--- config.mk ---
export PLATFORM = sky130hd
export DESIGN_NAME = oaht_home
export DESIGN_NICKNAME = d
export VERILOG_FILES = /design/src/sv/oaht_home.sv
export SDC_FILE = /design/constraint.sdc
export NUM_CORES = 1
export LEC_CHECK = 0
export BUFFER_PORTS_ARGS = -buffer_cell sky130_fd_sc_hd__buf_2
export CAP_MARGIN = 10
export CORE_ASPECT_RATIO = 0.8
export CORE_MARGIN = 1.5
export CORE_UTILIZATION = 31
export CTS_CLUSTER_DIAMETER = 40
export DETAILED_ROUTE_END_ITERATION = 8
export PLACE_DENSITY = 0.75
export SYNTH_ARGS = -nofsm -noshare
export SYNTH_HDL_FRONTEND = slang
export SYNTH_SLANG_ARGS = --single-unit
--- constraint.sdc ---
create_clock -name clk -period 3.3 [get_ports clk]
set_clock_uncertainty 0.1 [all_clocks]
set_input_delay 0.165 -clock clk [delete_from_list [all_inputs] [get_ports clk]]
set_output_delay 0.165 -clock clk [all_outputs]
set_load 0.1 [all_outputs]
--- src/sv/oaht_home.sv ---
// Home slot unit: reduces a 32-bit hash modulo the slot count.
module oaht_home #(
  parameter int SLOTS = 1024
) (
  input  logic                     clk,
  input  logic                     rst_n,
  input  logic                     start,
  input  logic [31:0]              hash,
  output logic                     done,
  output logic [$clog2(SLOTS)-1:0] home
);

  localparam int IW = $clog2(SLOTS);
  localparam int RW = IW + 1;
  localparam bit POW2 = (SLOTS & (SLOTS - 1)) == 0;
  localparam logic [RW-1:0] SLOTS_W = RW'(SLOTS);

  logic          busy_r;
  logic [1:0]    step_r;
  logic [31:0]   hash_sh_r;
  logic [RW-1:0] rem_r;
  logic [RW-1:0] rem_nxt;
  logic          done_r;
  logic [IW-1:0] home_r;

  always_comb begin
    rem_nxt = rem_r;
    for (int i = 0; i < 8; i++) begin
      rem_nxt = {rem_nxt[RW-2:0], hash_sh_r[31-i]};
      if (rem_nxt >= SLOTS_W) begin
        rem_nxt = rem_nxt - SLOTS_W;
      end
    end
  end

  always_ff @(posedge clk) begin
    if (!rst_n) begin
      busy_r <= 1'b0;
      step_r <= '0;
      done_r <= 1'b0;
    end else begin
      done_r <= 1'b0;
      if (start) begin
        if (POW2) begin
          home_r <= hash[IW-1:0];
          done_r <= 1'b1;
        end else begin
          busy_r    <= 1'b1;
          step_r    <= '0;
          hash_sh_r <= hash;
          rem_r     <= '0;
        end
      end else if (busy_r) begin
        rem_r     <= rem_nxt;
        hash_sh_r <= {hash_sh_r[23:0], 8'd0};
        step_r    <= step_r + 2'd1;
        if (step_r == 2'd3) begin
          busy_r <= 1'b0;
          done_r <= 1'b1;
          home_r <= rem_nxt[IW-1:0];
        end
      end
    end
  end

  assign done = done_r;
  assign home = home_r;

endmodule

==> reports/qor.yml <==
run_status:
  status: "finished clean"
grt:
  grt_usage_pct: 9.584
  grt_max_degree: 15
  grt_pass1_vias: 308
  grt_pass1_wl_um: 1283
  antenna_found_initial: 0
  grt-ovfl-total: 0
sta:
  grt_setup_unrepaired: "no"
  fin_tns_setup_ps: 0
  fmax_mhz: 573.9
  setup_violations: 0
  final.period_utilization_pct: 52.80
  worst_pin_slew_ps: 828.6
  period_needed_ps: 1742
  report.final.hold_viol_count: 0
  relSlewSlack_pct: 44.65
  final_max_slew_viol_count: 0
setup_path:
  rr_startpoint: "step_r[0]"
  crit_type: "reg2reg"
  crit_arrival_ps: 1550
  cp_cell_sequence: "ha_1 -> a21oi_1 -> nor2b_1"
  crit_buf_inv: 0
  critPathSlowestCell: "nor2b_1"
  path_max_fanout: 10
  crit_required_ps: 3100
  ff2ff_path_depth: 3
  start_kind: "flop"
  cp-end-kind: "flop"
  reg2reg_to: "home[8]"
  rrSetupSlack_ps: 1560
  slowest_delay_ps: 660
  cp_top_family: "simple AND/OR/NAND/NOR gates"
hold_path:
  min_path_cells: 3
  whs_endpoint: "busy_r"
  hold_class: "in2reg"
  hp-start: "rst_n"
yosys:
  synthTopCellsByArea: "edfxtp_1 56%, dfxtp_1 15%, and2_1 12%, nand2_1 2.8%, ha_1 2.3%"
  synth_area_um2: 539.3
  synth_adder_area_share_pct: 2.320
  yosysSeqAreaShare_pct: 70.53
  yosysWarnings: 0
  synth_edf_count: 10
  synth-simple-area-share_pct: 20.42
  async_flop_share_pct: 0
  synthesis.nets: 75
  synth.avg_cell_area_um2: 13.83
  synth_cell_type_count: 13
  synth_cells: 39
  synthXorXnorAreaFrac_pct: 0
  synth_ff_type: "edfxtp_1"
  yosysTopAreaCell: "edfxtp_1"
  synth_compound_area_share_pct: 2.784
  synth_top_area_share_pct: 55.68
  synth_common_cells: "10 x and2_1, 10 x edfxtp_1, 4 x dfxtp_1, 4 x nand2_1"
  muxShareOfSynthArea_pct: 1.856
  synth-seq-cells: 14
  synth_top_family_by_area: "simple AND/OR/NAND/NOR gates"
placed_design:
  dp_hpwl_um: 680.9
  globalplace.congestion: 0.5831
  portBuffers: 23
final_layout:
  fin_nets: 102
  syn2layout_area_growth_pct: 29.23
  drive_gt1_share_pct: 42.19
  diodes: 0
drt:
  dr.pass1.iters: 2
  viasPerCell: 3.930
  drtIter0Drc: 3
  vias: 338
  antenna_left: 0
  wl_per_cell_um: 10.36
  drc: 0
  wl_um: 891
die:
  chipHeight_um: 40.31
  initial_core_util_pct: 33.15
  io_pins: 46
  rows: 13
  core_area_um2: 1627
  die_area_um2: 2000
  die_w_um: 49.63
clocking:
  numClockSinks: 14
  clock_path_buffers: 2
  ctsResizeCount: 0
  post_cts_buffers: 0
  clock_latency_ps: 270
  cts-root-buf: "clkbuf_4"
  postCtsHoldBufs: 0
  tritoncts: "done"
  cts_made_buffers: 3
  htree_levels: 1
  clk_pin_slew_ps: 70
power:
  leakage_nw: 0.2820
  ir_drop_v: 0.0002238
  power_uw: 379.5
  power_density_nw_per_um2: 544.5
run:
  drv_cap: 0
==> flip-flops by register name, summed over array words and instances (netlist names) <==
name	count
busy_r	1
home	10
done	1
step_r	2
==> how the worst max path moves through the flow <==
stage | start | to | cells past startpoint
2_1_floorplan | step_r[0] | home[0] | 3
3_3_place_gp | step_r[0] | home[0] | 3
5_1_grt | step_r[0] | home[9] | 3
4_1_cts | step_r[0] | home[0] | 3
3_5_place_dp | step_r[0] | home[0] | 3
6_report | step_r[0] | home[8] | 3
==> through the flow <==
step,setup WS [ps],area [µm²],util (%),hold slack [ps],std cells
floorplan,1769,539.3,-,188.1,39
global placement,1615,674.4,41.46,345.2,83
detailed placement,1527,674.4,41.46,350.7,83
CTS,1517,696.9,42.85,57.85,86
global route,1419,696.9,42.85,63.31,86
finish,1558,696.9,42.85,68.89,86
==> metal layers <==
layer,vias up,track usage [%],wire length (µm)
li1,182,-,-
met1,144,9.049,350
met2,12,16.67,492
met3,0,5.597,49
met4,0,6.250,0
met5,-,0,0
==> worst reg2reg max path: stages (launching register included) <==
cell and delay, ps:
dfxtp_1 350, ha_1 180, a21oi_1 90, nor2b_1 660
==> cells by family after synthesis <==
logic type,Yosys count
simple gates,18
flops,14
compound gates,3
buf+inv,2
mux,1
fa+ha+maj,1
==> final cells by class <==
class / count / area [µm²]
inverters: 1 / 3.754
well taps: 22 / 27.53
clock buffers: 3 / 22.52
multi-input cells: 23 / 147.6
repair buffers: 23 / 115.1
fillers: 164 / 929.6
flip-flops and latches: 14 / 380.4
==> cells in the final DEF (no fill, tap or decap) <==
cell type,count
nand2_1,4
mux2i_1,1
nor2b_1,2
nor2b_2,1
a21oi_1,2
o21ai_0,1
buf_2,23
nand4bb_1,1
inv_1,1
edfxtp_1,10
clkbuf_4,3
dfxtp_1,4
ha_1,1
and2_1,10
==> where the power goes <==
part           leakage, nW  switching (mW)  internal, mW
registers            0.120         0.00185         0.198
logic                0.148          0.0753        0.0146
clock network       0.0138          0.0475        0.0423
Power figures use the tool's default switching activity.
