### src/sv/oaht_ram.sv
// Generic single-write, single-read synchronous RAM with registered read data.
module oaht_ram #(
  parameter int WIDTH = 8,
  parameter int DEPTH = 16
) (
  input  logic                     clk,
  input  logic                     we,
  input  logic [$clog2(DEPTH)-1:0] waddr,
  input  logic [WIDTH-1:0]         wdata,
  input  logic                     re,
  input  logic [$clog2(DEPTH)-1:0] raddr,
  output logic [WIDTH-1:0]         rdata
);

  logic [WIDTH-1:0] mem [DEPTH];
  logic [WIDTH-1:0] rdata_r;

  always_ff @(posedge clk) begin
    if (we) begin
      mem[waddr] <= wdata;
    end
    if (re) begin
      rdata_r <= mem[raddr];
    end
  end

  assign rdata = rdata_r;

endmodule

### config.mk
export PLATFORM = sky130hd
export DESIGN_NAME = oaht_ram
export DESIGN_NICKNAME = d
export VERILOG_FILES = /design/src/sv/oaht_ram.sv
export SDC_FILE = /design/constraint.sdc
export NUM_CORES = 1
export LEC_CHECK = 0
export BUFFER_PORTS_ARGS = -buffer_cell sky130_fd_sc_hd__buf_2
export CAP_MARGIN = 20
export CORE_UTILIZATION = 55
export DETAILED_ROUTE_END_ITERATION = 12
export PLACE_DENSITY = 0.73
export SETUP_SLACK_MARGIN = 0.5
export SYNTH_ARGS = -nofsm -noshare
export SYNTH_HDL_FRONTEND = slang
export SYNTH_SLANG_ARGS = --single-unit
### constraint.sdc
create_clock -name clk -period 1.9 [get_ports clk]
set_input_delay 0.285 -clock clk [delete_from_list [all_inputs] [get_ports clk]]
set_output_delay 0.285 -clock clk [all_outputs]
set_load 0.02 [all_outputs]
==> reports/qor.txt, run 1 <==
Worst-Margin Slew -> 0.763 ns
Synth cell types -> 18
Total CTS buffers -> 17
DR vias -> 2,416
Slew Viols, Final -> 0
Top Metal Used -> met4
Most frequent cells in the layout -> edfxtp_1, mux4_2, buf_2
Met2 WL -> 4790 um
H-tree depth -> 4
Synth top area cells -> edfxtp_1, mux4_2, mux4_1
DR vias/cell -> 5.70
Synth Register Bits -> 136
Largest net degree at the start of global routing -> 33
Area leader, netlist -> edfxtp_1
Hold buffer count at cts -> 0
Clk root buf -> clkbuf_8
First-pass GRT wire length -> 14,700 um
Synth Warn # -> 0
Met1 Wirelength -> 4290 um
Arrival @ worst endpoint -> 1.70 ns
All-Layer GR Usage -> 21.7%
CP endpoint -> rdata[4]
WS Path Type -> register to register
Max Cap Viol -> 0
Fmax -> 698 MHz
# IOs -> 27
Std cell rows -> 35
Final Hold Fails -> 0
Layout cell share with drive strength beyond 1 -> 38.6%
Pwr dens -> 1070 nW/um^2
Min Tclk post-route -> 1.43 ns
RSZ-0062 raised after global routing -> yes
TNS Setup -> 0 ns
Tcrit/Tclk final -> 75.4%
DRC violations left -> 0
Initial core utilization -> 56.6%
CP Capture Type -> register
Wire length per cell -> 22.5 um
GP Congestion -> 0.821
Antenna Diode Count -> 0
Peak VDD IR -> 0.606 mV
Iteration-0 DRC Markers -> 148
Share of the synthesized area in the top cell type -> 78.1%
Fin Clk Skew -> 0.00480 ns
Setup violations, final -> 0
CTS tree -> built
Initial antenna violation count -> 0
Die Width -> 99.5 um
Area Overhead vs Synth -> 17.2%
Static leakage -> 2.02 nW
Mapped Nets -> 248
Critical R2R Capture -> rdata[4]
Min Hold Slack -> 0.123 ns
Synthesized instance count -> 229
Vias in the first global route -> 2,544
CP startpoint -> mem[7][4]
Filler cells -> 612
Final wirelength -> 9540 um
Min-Delay Path Class -> input port to register
Port Buffers -> 26
DR WL met3 -> 367 um
CTS clk-pin slew, worst paths -> 0.06 ns
Clock sinks -> 136
CP Data Required Time -> 2.16 ns
Sequential fraction of the synthesis area -> 78.1%
CORE AREA -> 9240 um^2
ANT nets after route -> 0
R2R depth -> 3
Avg Inst Size Synth -> 22.8 um^2
Area of the die -> 9900 um^2
R2R Path Start -> mem[7][4]
Crit-path max FO -> 1
Most common cell after layout, fill and taps aside -> edfxtp_1
Pre-antenna DRT Iters -> 4
Postcts setup bufs -> 0
Slew HR -> 48.9%
Die height -> 99.5 um
R2r setup slk -> 0.47 ns
Post-Syn Area -> 5230 um^2
HPWL Detailed -> 6120 um
Aggregate global routing overflow -> 0
Nets@finish -> 301
CTS max path bufs -> 2
Worst setup SP type -> register
Worst-Skew Late Latency -> 0.51 ns
Status -> complete, no violations
[worst min-delay path by stage]
stage          cells past startpoint   endpoint  slack (ns)  startpoint
2_1_floorplan                      0  mem[0][0]        0.38    wdata[0]
3_3_place_gp                       1   rdata[1]        0.65          re
3_5_place_dp                       1   rdata[1]        0.65          re
4_1_cts                            1   rdata[4]        0.11          re
5_1_grt                            1   rdata[4]        0.12          re
6_report                           1   rdata[4]        0.12          re
[synth_stat cells (all sizes together)]
cell,instances
and2,1
nor3,4
edfxtp,136
nor2b,1
nand2,9
nor2,13
or3b,1
and2b,1
nand3b,2
buf,7
clkdlybuf4s25,3
mux4,32
nand2b,2
a22oi,16
nand3,1
[sequential cells by signal, summed over array words and instances (netlist names)]
name	cells
mem	128
rdata	8
[through the flow]
stage | instances | power, mW | worst slack, ns | utilization [%] | instance area, um^2
floorplan | 229 | 3.66 | 0.415 | - | 5240
global placement | 392 | 3.79 | 0.0172 | 60.5 | 5590
detailed placement | 392 | 3.80 | 0.0145 | 60.5 | 5590
CTS | 424 | 6.60 | 0.466 | 66.3 | 6120
global route | 424 | 6.76 | 0.413 | 66.3 | 6120
finish | 424 | 6.56 | 0.467 | 66.3 | 6120
[cell families after synthesis]
group | Yosys count | synth area share [%]
multiplexers | 32 | 14.8
flip-flops | 136 | 78.1
AND/OR/NAND/NOR | 35 | 3.14
AO/OA/AOI/OAI | 16 | 2.30
buffers and inverters | 10 | 1.65
[layout make-up]
type	instances	area (um^2)	share of cell area (%)
repair buffers	44	303	4.94
well taps	129	161	2.64
flip-flops and latches	136	4080	66.7
clock buffers	20	425	6.95
clock inverters	12	85.1	1.39
multi-input cells	83	1070	17.4
[metal layers]
metal | global-route usage (%) | vias to the layer above
met5 | 0 | -
met4 | 7.58 | 0
met3 | 5.76 | 8
met2 | 35.2 | 66
met1 | 28.8 | 1268
li1 | - | 1074
[power breakdown]
group	total, mW	internal, mW	switching, mW
clock network	2.81	1.70	1.11
registers	3.40	3.38	0.0163
logic	0.350	0.147	0.203
total	6.56	5.23	1.33
[critical path, stage by stage (launching register included)]
cell and delay, ns:
edfxtp_1 0.35, mux4_2 0.50, a22oi_1 0.25, nand2_1 0.08
[repair_timing]
action / in CTS / in global routing
pin swaps: 2 / 1
resized for setup: 7 / 0
setup endpoints to repair: 8 / 8
No activity file was read; power rests on OpenSTA's default activity.
==> inputs of run 2 (changes only) <==
--- a/config.mk
+++ b/config.mk
@@ -5,6 +5,7 @@
 export SDC_FILE = /design/constraint.sdc
 export NUM_CORES = 1
 export LEC_CHECK = 0
+export ABC_AREA = 1
 export BUFFER_PORTS_ARGS = -buffer_cell sky130_fd_sc_hd__buf_2
 export CAP_MARGIN = 20
 export CORE_UTILIZATION = 55
==> constraint.sdc (replaced) <==
create_clock -name clk -period 1.4 [get_ports clk]
set_input_delay 0.21 -clock clk [delete_from_list [all_inputs] [get_ports clk]]
set_output_delay 0.21 -clock clk [all_outputs]
set_load 0.02 [all_outputs]
==> reports/qor.txt, run 2 <==
Most frequent cells after synthesis -> nand2_1, edfxtp_1, inv_1, nand3_1, nor2_1
Avg Inst Size Synth -> 10.6 um^2 (-54%)
Pwr dens -> 1270 nW/um^2 (+19%)
Final Hold Fails -> 0 (unchanged)
Arrival @ worst endpoint -> 1.13 ns (-0.57 ns)
Pre-antenna DRT Iters -> 5 (+1)
Iteration-0 DRC Markers -> 290 (+96%)
Peak VDD IR -> 0.803 mV (+32%)
Die height -> 105 um (+5.6%)
Largest Register -> mem
Clock sinks -> 136 (unchanged)
Max Cap Viol -> 0 (unchanged)
Synth Warn # -> 0 (unchanged)
CORE AREA -> 10,300 um^2 (+12%)
Area leader, netlist -> edfxtp_1
Die Width -> 105 um (+5.6%)
Count leader, synth -> nand2_1
Worst-Skew Late Latency -> 0.52 ns (about the same)
Synth Register Bits -> 136 (unchanged)
Nets@finish -> 608 (+100%)
Share of the synthesized area in the top cell type -> 69.8% (-8.3 points)
TNS Setup -> 0 ns (unchanged)
Ordered cell list for the critical path -> buf_6
Antenna Diode Count -> 0 (unchanged)
Initial core utilization -> 56.6% (+0.061 points)
Worst-Margin Slew -> 0.489 ns (-0.274 ns)
RSZ-0062 raised after global routing -> yes
Number of synthesized flops with an enable pin -> 136 (unchanged)
CP Capture Type -> output pin
Post-Syn Area -> 5850 um^2 (+12%)
CTS clk-pin slew, worst paths -> 0.06 ns (about the same)
Placement Setup Slack -> 0.0669 ns (+0.0524 ns)
Std cell rows -> 37 (+5.7%)
WS Path Type -> register to output pin
DR vias -> 3,945 (+63%)
Vias in the first global route -> 3,891 (+53%)
Async SR Flop Fraction -> 0% (unchanged)
Hold buffer count at cts -> 0 (unchanged)
Static leakage -> 3.03 nW (+50%)
Slew HR -> 67.4% (+18 points)
HPWL Detailed -> 8030 um (+31%)
# IOs -> 27 (unchanged)
Slew Viols, Final -> 0 (unchanged)
Worst setup SP type -> register
Fin Clk Skew -> 0.00615 ns (+0.00135 ns)
Crit-path max cell delay -> 0.45 ns (-0.05 ns)
Synthesized instance count -> 551 (+140%)
Area of the die -> 11,000 um^2 (+12%)
Area Overhead vs Synth -> 23.6%
Status -> complete, no violations
Tcrit/Tclk final -> 96.0%
Most common cell after layout, fill and taps aside -> nand2_1
Clk root buf -> clkbuf_8
Synth cell types -> 11 (-7)
Crit-path max FO -> 1 (unchanged)
Port Buffers -> 26 (unchanged)
Synth top area cells -> edfxtp_1, nand2_1, nand3_1
Post-route setup slack -> 0.0557 ns (-0.411 ns)
Top_reg_cell synth -> edfxtp_1
Total CTS buffers -> 17 (unchanged)
Final wirelength -> 12,600 um (+32%)
Cell family contributing the most delay on the critical path -> flip-flops
Postcts setup bufs -> 0 (unchanged)
DRC violations left -> 0 (unchanged)
GP Congestion -> 0.913 (+11%)
Layout cell share with drive strength beyond 1 -> 27.5% (-11 points)
DR vias/cell -> 5.37 (-5.8%)
Fmax -> 744 MHz
H-tree depth -> 4 (unchanged)
CTS tree -> built
CP max-delay cell -> edfxtp_1
Initial antenna violation count -> 0 (unchanged)
Mapped Nets -> 570 (+130%)
Most frequent cells in the layout -> nand2_1, edfxtp_1, inv_1
Aggregate global routing overflow -> 0 (unchanged)
Buf/Inv on CP -> 1 (+1)
Min Hold Slack -> 0.0484 ns (-0.0742 ns)
CP Data Required Time -> 1.19 ns (-0.97 ns)
ANT nets after route -> 0 (unchanged)
Sequential fraction of the synthesis area -> 69.8% (-8.3 points)
First-pass GRT wire length -> 20,000 um (+36%)
Min Tclk post-route -> 1.34 ns
All-Layer GR Usage -> 25.0% (+3.3 points)
Min-Delay Path Class -> input port to register
Setup violations, final -> 0 (unchanged)
CTS max path bufs -> 2 (unchanged)
Wire length per cell -> 17.2 um (-24%)
Max reg flops -> 128 (unchanged)
Largest net degree at the start of global routing -> 39 (+18%)
## run 2: changes by cell type after synthesis, sizes merged
| cell | change |
|---|---|
| nand2 | +164 |
| buf | +17 |
| nor3 | -4 |
| mux4 | -32 |
| nand2b | -2 |
| nor2b | -1 |
| and2b | -1 |
| inv | +102 |
| and2 | -1 |
| clkdlybuf4s25 | -3 |
| nand3 | +96 |
| or3b | -1 |
| a22oi | -16 |
| nor2 | +4 |
## run 2: layout make-up
class,count,area [um^2]
flip-flops and latches,136,4080
fillers,695,3100
multi-input cells,289,1620
repair buffers,43,452
clock buffers,18,418
inverters,102,398
well taps,136,170
clock inverters,11,86.3
## run 2: final timing paths
path / start / slack, ns / end / cells after the start
max: rdata[5] / 0.06 / rdata[5] / 1
min: re / 0.05 / rdata[7] / 1
max reg2reg: mem[4][6] / 0.30 / rdata[6] / 6
min reg2reg: mem[2][3] / 0.76 / rdata[3] / 6
## run 2: power by group
part	internal (mW)	total (mW)	switching, mW	leakage (nW)
Combinational	0.239	0.707	0.468	1.54
Sequential	4.59	4.62	0.0321	1.24
Clock	2.29	3.85	1.56	0.247
Total	7.12	9.18	2.06	3.03
## run 2: repair_timing
action / CTS / global route
pin swaps: 52 / 30
gates resized for setup: 39 / 32
endpoints found under the setup margin: 16 / 16
## run 2: logic make-up (layout without fill, tap and decap cells)
kind of cell | count (synthesis) | in the layout | synth area share (%)
and+or+nand+nor | 289 | 289 | 20.8
DFF | 136 | 136 | 69.8
buffers and inverters | 126 | 174 | 9.39
## run 2: layer usage
layer,wire [um],track usage [%]
met4,457,11.0
met5,0,0
met1,5020,30.8
met2,6320,41.6
met3,827,6.49
## run 2: metrics by stage
stage	utilization (%)	total power, mW	cells	area [um^2]
after detailed placement	62.3	5.32	706	6430
after floorplan	-	5.11	551	6110
after CTS	68.9	9.14	735	7110
after global placement	62.3	5.31	706	6430
after global routing	70.0	9.42	735	7220
final	70.0	9.18	735	7220
==> inputs of run 3 (changes only) <==
--- a/config.mk
+++ b/config.mk
@@ -8,9 +8,12 @@
 export ABC_AREA = 1
 export BUFFER_PORTS_ARGS = -buffer_cell sky130_fd_sc_hd__buf_2
 export CAP_MARGIN = 20
-export CORE_UTILIZATION = 55
+export CELL_PAD_IN_SITES_DETAIL_PLACEMENT = 0
+export CELL_PAD_IN_SITES_GLOBAL_PLACEMENT = 1
+export CORE_MARGIN = 3
+export CORE_UTILIZATION = 49
 export DETAILED_ROUTE_END_ITERATION = 12
-export PLACE_DENSITY = 0.73
+export PLACE_DENSITY_LB_ADDON = 0.1
 export SETUP_SLACK_MARGIN = 0.5
 export SYNTH_ARGS = -nofsm -noshare
 export SYNTH_HDL_FRONTEND = slang
==> reports/qor.txt, run 3 (synthesis results as in run 2) <==
Std cell rows -> 39 (+5.4%)
Static leakage -> 3.10 nW (+2.6%)
Worst setup SP type -> register
GR peak layer -> met2
CP Data Required Time -> 1.19 ns (about the same)
CTS max path bufs -> 2 (unchanged)
Slew Viols, Final -> 0 (unchanged)
Fmax -> 842 MHz (+13%)
DR vias/cell -> 5.16 (-3.9%)
Total CTS buffers -> 17 (unchanged)
RSZ-0062 raised after global routing -> yes
Status -> complete, no violations
Critical hold path startpoint -> re
Clock sinks -> 136 (unchanged)
Total power -> 9.37 mW (+2.1%)
Nets@finish -> 614 (+0.99%)
CP max-delay cell -> edfxtp_1
Post-route setup slack -> 0.212 ns (+0.156 ns)
Wire length per cell -> 18.9 um (+9.7%)
Setup violations, final -> 0 (unchanged)
All-Layer GR Usage -> 22.9% (-2.1 points)
H-tree depth -> 4 (unchanged)
Arrival @ worst endpoint -> 0.98 ns (-0.15 ns)
Vias in the first global route -> 3,674 (-5.6%)
Antenna Diode Count -> 0 (unchanged)
Finished Cell Area -> 7410 um^2 (+2.6%)
Die Width -> 115 um (+9.6%)
Cell family contributing the most delay on the critical path -> flip-flops
Final Hold Fails -> 0 (unchanged)
Min Tclk post-route -> 1.19 ns (-0.156 ns)
Die height -> 115 um (+9.6%)
Met3 Use GR -> 4.63% (-1.9 points)
CP startpoint -> rdata[3]
TNS Setup -> 0 ns (unchanged)
DRC violations left -> 0 (unchanged)
Max Cap Viol -> 0 (unchanged)
Min-Delay Path Class -> input port to register
CORE AREA -> 11,500 um^2 (+12%)
Placement Setup Slack -> -0.0388 ns (-0.106 ns)
DR vias -> 3,868 (-2.0%)
First-pass GRT wire length -> 21,900 um (+9.6%)
Layout Cells excl Fill -> 750 (+2.0%)
Initial antenna violation count -> 0 (unchanged)
GP Congestion -> 0.788 (-14%)
Utilization after layout -> 64.4% (-5.6 points)
Fin Clk Skew -> 0.00585 ns (-0.000299 ns)
Port Buffers -> 26 (unchanged)
Met2 Usage GRT -> 34.4% (-7.2 points)
CTS clk-pin slew, worst paths -> 0.06 ns (about the same)
DP Area -> 6440 um^2 (+0.14%)
Worst-Skew Late Latency -> 0.41 ns (-0.11 ns)
Largest Register -> mem
Worst-Margin Slew -> 0.481 ns (-0.00753 ns)
WS Path Type -> register to output pin
Clk root buf -> clkbuf_16
Area Overhead vs Synth -> 26.8%
Pre-antenna DRT Iters -> 5 (unchanged)
Most frequent cells in the layout -> nand2_1, edfxtp_1, inv_1
Pwr dens -> 1260 nW/um^2 (-0.51%)
Initial core utilization -> 50.8% (-5.9 points)
CTS tree -> built
Slew HR -> 67.9% (+0.50 points)
Ordered cell list for the critical path -> buf_6
Aggregate global routing overflow -> 0 (unchanged)
Crit-path max FO -> 1 (unchanged)
Min Hold Slack -> 0.159 ns (+0.110 ns)
HPWL Detailed -> 8740 um (+8.7%)
Buf/Inv on CP -> 1 (unchanged)
Met1 usage -> 34.0% (+3.2 points)
Peak VDD IR -> 0.791 mV (-1.5%)
Max reg flops -> 128 (unchanged)
Tcrit/Tclk final -> 84.9% (-11 points)
Crit-path max cell delay -> 0.42 ns (-0.03 ns)
R2R Path Start -> mem[3][5]
ANT nets after route -> 0 (unchanged)
Largest net degree at the start of global routing -> 38 (-2.6%)
Final wirelength -> 14,100 um (+12%)
CP Capture Type -> output pin
Layout cell share with drive strength beyond 1 -> 31.3% (+3.8 points)
Area of the die -> 13,300 um^2 (+20%)
# IOs -> 27 (unchanged)
Iteration-0 DRC Markers -> 342 (+18%)
Cells after DPL -> 718 (+1.7%)
Most common cell after layout, fill and taps aside -> nand2_1
==> run 3: routing by layer <==
layer	part of all wire, %	vias to the layer above	routed length (um)
li1	-	1875	-
met1	46	1879	6520
met2	48	98	6780
met3	4.6	16	646
met4	1.4	0	198
met5	0	-	0
==> run 3: what timing repair did <==
action	CTS	global route
hold endpoints to repair	0	0
setup endpoints to repair	34	57
hold buffers	0	0
pin swaps	36	25
gates resized for setup	65	35
setup buffers	0	1
==> run 3: worst paths after layout <==
check / depth (start not counted) / endpoint / slack (ns)
hold / removal: 1 / rdata[0] / 0.16
setup / recovery: 1 / rdata[3] / 0.21
setup reg to reg: 6 / rdata[5] / 0.30
hold reg to reg: 6 / rdata[4] / 0.76
==> run 3: where the power goes <==
group / switching (mW) / internal, mW / leakage [nW]
combinational: 0.528 / 0.264 / 1.62
sequential: 0.0286 / 4.59 / 1.24
clock: 1.56 / 2.40 / 0.250
==> run 3: area by class of cell <==
type                       instances  area (um^2)
tap                              143          179
clock buffer                      21          440
timing repair buffer              49          473
sequential                       136         4080
fill                             920         4100
multi-input combinational        289         1760
clock inverter                    10         81.3
inverter                         102          398
